[src/sv/mrc_pkg.sv]
// Shared types, constants and CRC helper for the Modbus RTU response checker.
package mrc_pkg;

   localparam int unsigned MAX_FRAME_BYTES_DEF = 256;
   localparam int unsigned FRAME_LEN_W         = 9;
   localparam int unsigned CRC_W               = 16;
   localparam int unsigned BYTE_W              = 8;

   localparam logic [BYTE_W-1:0] MIN_LEN_RESET = 8'd5;
   localparam logic [CRC_W-1:0]  CRC_INIT      = 16'hFFFF;
   localparam logic [CRC_W-1:0]  CRC_POLY      = 16'hA001;

   typedef enum logic [1:0] {
      ST_OK    = 2'd0,
      ST_SHORT = 2'd1,
      ST_CRC   = 2'd2,
      ST_OVER  = 2'd3
   } frame_status_type;

   typedef enum logic {
      OP_DATA = 1'b0,
      OP_EOF  = 1'b1
   } opcode_type;

   // One accepted input word as seen by the frame core.
   typedef struct packed {
      logic              take;
      logic              opcode;
      logic [BYTE_W-1:0] rx_byte;
   } step_type;

   typedef struct packed {
      frame_status_type       frame_status;
      logic [FRAME_LEN_W-1:0] frame_length;
      logic [CRC_W-1:0]       trailer_crc;
      logic [CRC_W-1:0]       computed_crc;
   } result_type;

   // Modbus CRC-16, one byte folded in, LSB first.
   function automatic logic [CRC_W-1:0] crc_fold(input logic [CRC_W-1:0] crc,
                                                 input logic [BYTE_W-1:0] b);
      logic [CRC_W-1:0] c;
      c = crc ^ {{(CRC_W-BYTE_W){1'b0}}, b};
      for (int i = 0; i < BYTE_W; i++) begin
         if (c[0]) begin
            c = (c >> 1) ^ CRC_POLY;
         end else begin
            c = c >> 1;
         end
      end
      return c;
   endfunction

endpackage

[src/sv/mrc_frame_core.sv]
// Frame state: byte count, two held bytes, running CRC, overflow flag and verdict.
module mrc_frame_core #(
   parameter int unsigned MAX_FRAME_BYTES = mrc_pkg::MAX_FRAME_BYTES_DEF
) (
   input  logic                      clock,
   input  logic                      reset,
   input  mrc_pkg::step_type         step,
   input  logic [mrc_pkg::BYTE_W-1:0] min_len,
   output mrc_pkg::result_type       result
);

   localparam int unsigned CNT_W = $clog2(MAX_FRAME_BYTES + 1);
   localparam logic [CNT_W-1:0] CNT_MAX = CNT_W'(MAX_FRAME_BYTES);
   localparam logic [CNT_W-1:0] CNT_TWO = CNT_W'(2);

   logic [CNT_W-1:0]          count_ff, count_in;
   logic [mrc_pkg::CRC_W-1:0] held_ff, held_in;
   logic [mrc_pkg::CRC_W-1:0] crc_ff, crc_in;
   logic                      ovf_ff, ovf_in;
   logic                      is_short;

   // too short: under two bytes, or under the programmed minimum
   assign is_short = (count_ff < CNT_TWO) ||
                     (mrc_pkg::FRAME_LEN_W'(count_ff) <
                      {{(mrc_pkg::FRAME_LEN_W-mrc_pkg::BYTE_W){1'b0}}, min_len});

   always_comb begin
      count_in = count_ff;
      held_in  = held_ff;
      crc_in   = crc_ff;
      ovf_in   = ovf_ff;

      result.frame_length = mrc_pkg::FRAME_LEN_W'(count_ff);
      result.trailer_crc  = held_ff;
      result.computed_crc = crc_ff;
      if (ovf_ff) begin
         result.frame_status = mrc_pkg::ST_OVER;
      end else if (is_short) begin
         result.frame_status = mrc_pkg::ST_SHORT;
      end else if (held_ff == crc_ff) begin
         result.frame_status = mrc_pkg::ST_OK;
      end else begin
         result.frame_status = mrc_pkg::ST_CRC;
      end

      if (step.take) begin
         if (step.opcode == mrc_pkg::OP_EOF) begin
            count_in = '0;
            held_in  = '0;
            crc_in   = mrc_pkg::CRC_INIT;
            ovf_in   = 1'b0;
         end else if (count_ff == CNT_MAX) begin
            ovf_in = 1'b1;
         end else begin
            // oldest held byte leaves the window and goes into the CRC
            if (count_ff >= CNT_TWO) begin
               crc_in = mrc_pkg::crc_fold(crc_ff, held_ff[7:0]);
            end
            held_in  = {step.rx_byte, held_ff[15:8]};
            count_in = count_ff + CNT_W'(1);
         end
      end
   end

   always_ff @(posedge clock) begin
      if (reset) begin
         count_ff <= '0;
         held_ff  <= '0;
         crc_ff   <= mrc_pkg::CRC_INIT;
         ovf_ff   <= 1'b0;
      end else begin
         count_ff <= count_in;
         held_ff  <= held_in;
         crc_ff   <= crc_in;
         ovf_ff   <= ovf_in;
      end
   end

endmodule

[config.mk]
export PLATFORM = sky130hd
export DESIGN_NAME = mrc_frame_core
export DESIGN_NICKNAME = d
export VERILOG_FILES = /design/src/sv/mrc_pkg.sv /design/src/sv/mrc_frame_core.sv
export SDC_FILE = /design/constraint.sdc
export NUM_CORES = 1
export LEC_CHECK = 0
export BUFFER_PORTS_ARGS = -buffer_cell sky130_fd_sc_hd__buf_2
export CAP_MARGIN = 40
export CELL_PAD_IN_SITES_DETAIL_PLACEMENT = 0
export CELL_PAD_IN_SITES_GLOBAL_PLACEMENT = 1
export CORE_UTILIZATION = 35
export CTS_CLUSTER_DIAMETER = 80
export DETAILED_ROUTE_END_ITERATION = 8
export GPL_TIMING_DRIVEN = 1
export PLACE_DENSITY_LB_ADDON = 0.1
export SKIP_CTS_REPAIR_TIMING = 1
export SYNTH_ARGS = -nofsm -noshare
export SYNTH_HDL_FRONTEND = slang
export SYNTH_SLANG_ARGS = --single-unit
[constraint.sdc]
create_clock -name clock -period 2 [get_ports clock]
set_clock_uncertainty 0.15 [all_clocks]
set_input_delay 0.4 -clock clock [delete_from_list [all_inputs] [get_ports clock]]
set_output_delay 0.4 -clock clock [all_outputs]
set_load 0.01 [all_outputs]
Word level (Yosys, flattened, before mapping)
Cells that the tools add are included.
{"block": "totals", "regBits": 42, "inputBits": 20, "out_inout_bits": 43, "elab_cells": 74}
{"block": "op_classes", "n_addsub": 1, "n_lt_le_gt_ge": 3, "eq_ne": 3, "mux": 48, "bitwise_logic": 9, "n_reduce_logical": 6}
{"operator": "$mux W16", "n": 41}
{"operator": "$not A2 Y3", "n": 8}
{"operator": "$mux W9", "n": 2}
{"operator": "$eq A16 B16 Y1", "n": 1}
{"operator": "$xor A16 B8 Y16", "n": 1}
{"operator": "$add A9 B1 Y9 const B", "n": 1}
{"operator": "$eq A9 B9 Y1 const B", "n": 1}
{"operator": "$ge A9 B2 Y1 const B", "n": 1}
{"operator": "$lt A9 B2 Y1 const B", "n": 1}
{"operator": "$lt A9 B8 Y1", "n": 1}
{"operator": "$mux W2", "n": 3}
{"operator": "$reduce_and A2 Y1", "n": 2}
{"operator": "$reduce_bool A2 Y1", "n": 2}
{"operator": "$reduce_and A3 Y1", "n": 1}
{"operator": "$mux W1", "n": 2}
{"operator": "$ne A2 B2 Y1 const B", "n": 1}
{"operator": "$logic_or A1 B1 Y1", "n": 1}

Depth between registers and ports, before layout
{"block": "depth", "ltp_word": 48, "depth_mapped": 8}

Worst setup path after synthesis
OpenSTA, ideal clock, no wires.
{"block": "synth_timing", "kind": "reg2out", "startpoint": "register count_ff[6]", "endpoint": "output port result[42] in the netlist's numbering", "arrival_ns": 1.697, "t_required_ns": 1.450, "setup_slack_ns": -0.247, "path_stages_with_launch": 7, "path_buffers": 1, "cell_sequence": "dfxtp_1 > or4_1 > or2_0 > buf_6 > o22ai_1 > nand2b_1 > a31o_2"}
{"element": "from (decl)", "line_no": "mrc_frame_core.sv:16", "rtl": "logic [CNT_W-1:0] count_ff, count_in;"}
{"element": "from (signal assigned)", "line_no": "mrc_frame_core.sv:72", "rtl": "count_ff <= count_in;"}
{"element": "to (decl)", "line_no": "mrc_frame_core.sv:9", "rtl": "output mrc_pkg::result_type result"}

==> results.ini <==
[outcome]
status = complete, but fails checks
violations = negative setup slack

[power_and_ir_drop]
p_seq_share_pct = 46.1
power.internal_mw = 1.37
p_per_area_nw_per_um2 = 552
clkPwrFrac_pct = 34.2
leakagePower_nw = 1.64
combPwrFrac_pct = 19.7
ir_drop_v = 0.000416
swShare_pct = 28.0
switching_power_uw = 533

[floorplanning]
core-area_um2 = 6060
die_area_um2 = 6740
initial_core_util_pct = 37.1
ios = 63
row_count = 28
die_h_um = 82.1
die_w_um = 82.1

[logic_synthesis]
ys_top_cells_by_area = dfxtp_1, ha_1, nor2_1
yosysUniqueCellTypes = 43
synth-xor-area-share_pct = 12.4
synthFlopType = dfxtp_1
synth-compound-area-share_pct = 19.4
syn_inst = 245
syn_nets = 278
synth_mux_area_share_pct = 0
synth_top_family_by_area = compound AO/OA/AOI/OAI gates
synth_top_area_share_pct = 37.4
avgSynthCellArea_um2 = 9.17
synth_edf_count = 0
synth_top_area_cell = dfxtp_1
synth_warnings = 0
synth-async-reset-ratio_pct = 0
yosysSeqAreaShare_pct = 37.4
yosys.area_share.simple_pct = 17.5
ys_ff_latch = 42
netlist_area_um2 = 2250
yosys.area_share.adder_pct = 7.24

[global_routing]
grt_pass1_wl_um = 10100
track_usage_pct = 20.5
overflow = 0
grt_pass1_vias = 2086
antenna_found_initial = 0
grt_max_degree = 31

[placement]
pre_cts_ws_ns = -0.379
port_buffers = 62
gp_congestion = 0.763
dp_hpwl_um = 4830
place_area_um2 = 3030

[routing]
drc_errors = 0
vias = 2266
drt-vias-per-instance = 5.00
dr.pass1.iters = 4
met1_length_um = 3000
dr_wl_met2_um = 3470
wl_met3_um = 308
drtAntennaViolNets = 0
wl_um = 6930
wl_per_cell_um = 15.3
top_layer = met4
drt-initial-drc-count = 62

[clocking]
cts_tree = done
path_clk_slew_ns = 0.09
clkLatencyLatePin_ns = 0.30
clkSinkCount = 42
h-tree-depth = 2
numCtsBuffers = 5
root_buffer = clkbuf_8
cts_max_path_buffers = 2

[hold_path]
min_to = held_ff[14]
holdPathStages = 3
hp-start = step[6]
hold_class = in2reg

[timing]
period_share_pct = 124
finalHoldViolations = 0
maxSlewHeadroom_pct = 77.7
maxSlewViolCount = 0
fin_setup_tns_ns = -10.64
tightestPinTransition_ns = 0.327
holdWs_ns = 0.187
fin_crit_ns = 2.47
setup_viol = 40
max_freq_mhz = 404
fin_ws_ns = -0.474
rsz0062_at_grt = yes

[setup_path]
end_kind = primary output
crit_type = reg2out
worstRegToRegCells = 9
worstSetupStartpointType = flip-flop
crit_path_max_fanout = 2
cp_data_required_time_ns = 1.45
r2r-start = count_ff[3]
worstPathArrival_ns = 1.92
r2r_slack_ns = -0.35
timing.rr.end = held_ff[13]

[layout]
num_antenna_cells = 0
fin_area_um2 = 3450
final_common_cell = buf_4
nNetsFinal = 410
layout.cells.most_common_list = buf_4, buf_2, nor2_1
drive_above_1_share_pct = 49.2
area_growth_pct = 53.5

[run]
drv_cap = 0

through the flow:
stage	utilization, %	total power, mW	std cells
final	56.9	1.90	453
after CTS	51.8	1.87	439
after global placement	50.0	1.22	431
after global routing	56.9	1.99	453
after detailed placement	50.0	1.22	431
after floorplan	-	1.08	245
power by group through the flow:
stage          combinational [mW]  sequential, mW  clock, mW
2_1_floorplan               0.162           0.913          0
3_3_place_gp                0.321           0.897          0
3_5_place_dp                0.323           0.897          0
4_1_cts                     0.325           0.878      0.665
5_1_grt                     0.410           0.880      0.700
6_report                    0.375           0.877      0.652
cells in the mapped netlist, drive strengths merged (5+ instances only):
cell,count
ha,13
nor2,42
inv,9
nor3,15
dfxtp,42
buf,5
xor2,12
o21ai,5
xnor2,17
a22oi,17
clkbuf,7
o21bai,15
layer usage:
layer / vias up / GRT usage (%)
met5: - / 0
met2: 59 / 37.7
met3: 13 / 4.18
met1: 1062 / 23.6
li1: 1132 / -
met4: 0 / 6.49
state kept, by name, indices dropped and copies added (netlist names):
signal / count
count_ff: 9
crc_ff: 16
held_ff: 16
ovf_ff: 1
cells by family (layout without fill, tap and decap cells):
family	after synthesis	in the layout
AOI/OAI and AO/OA	55	55
xor gates and xnor gates	30	30
adders and majority gates	13	13
buffers and inverters	22	153
DFF	42	42
and+or+nand+nor	83	85
worst max path at each step:
| stage | startpoint | end | slack, ns | depth (start not counted) |
|---|---|---|---|---|
| finish | count_ff[3] | result[42] | -0.47 | 6 |
| global route | count_ff[3] | result[42] | -0.53 | 6 |
| CTS | count_ff[7] | result[42] | -0.68 | 6 |
| detailed placement | min_len[1] | result[42] | -0.38 | 9 |
| global placement | min_len[1] | result[42] | -0.36 | 9 |
| floorplan | count_ff[7] | result[42] | -0.21 | 6 |
cell type report:
cell class	instances	area [um^2]
Clock buffer	6	93.8
Clock inverter	2	13.8
Fill cell	605	2610
Inverter	9	36.3
Multi-Input combinational cell	183	1440
Sequential cell	42	848
Tap cell	75	93.8
Timing Repair Buffer	136	921
critical path, cell delays in order, from the launching register on:
cell and delay [ns]:
dfxtp_2 0.33, or4_4 0.53, or2_4 0.25, o22ai_2 0.09
nand2b_1 0.08, a31o_2 0.24, buf_6 0.11
No activity file was read; power rests on OpenSTA's default activity.
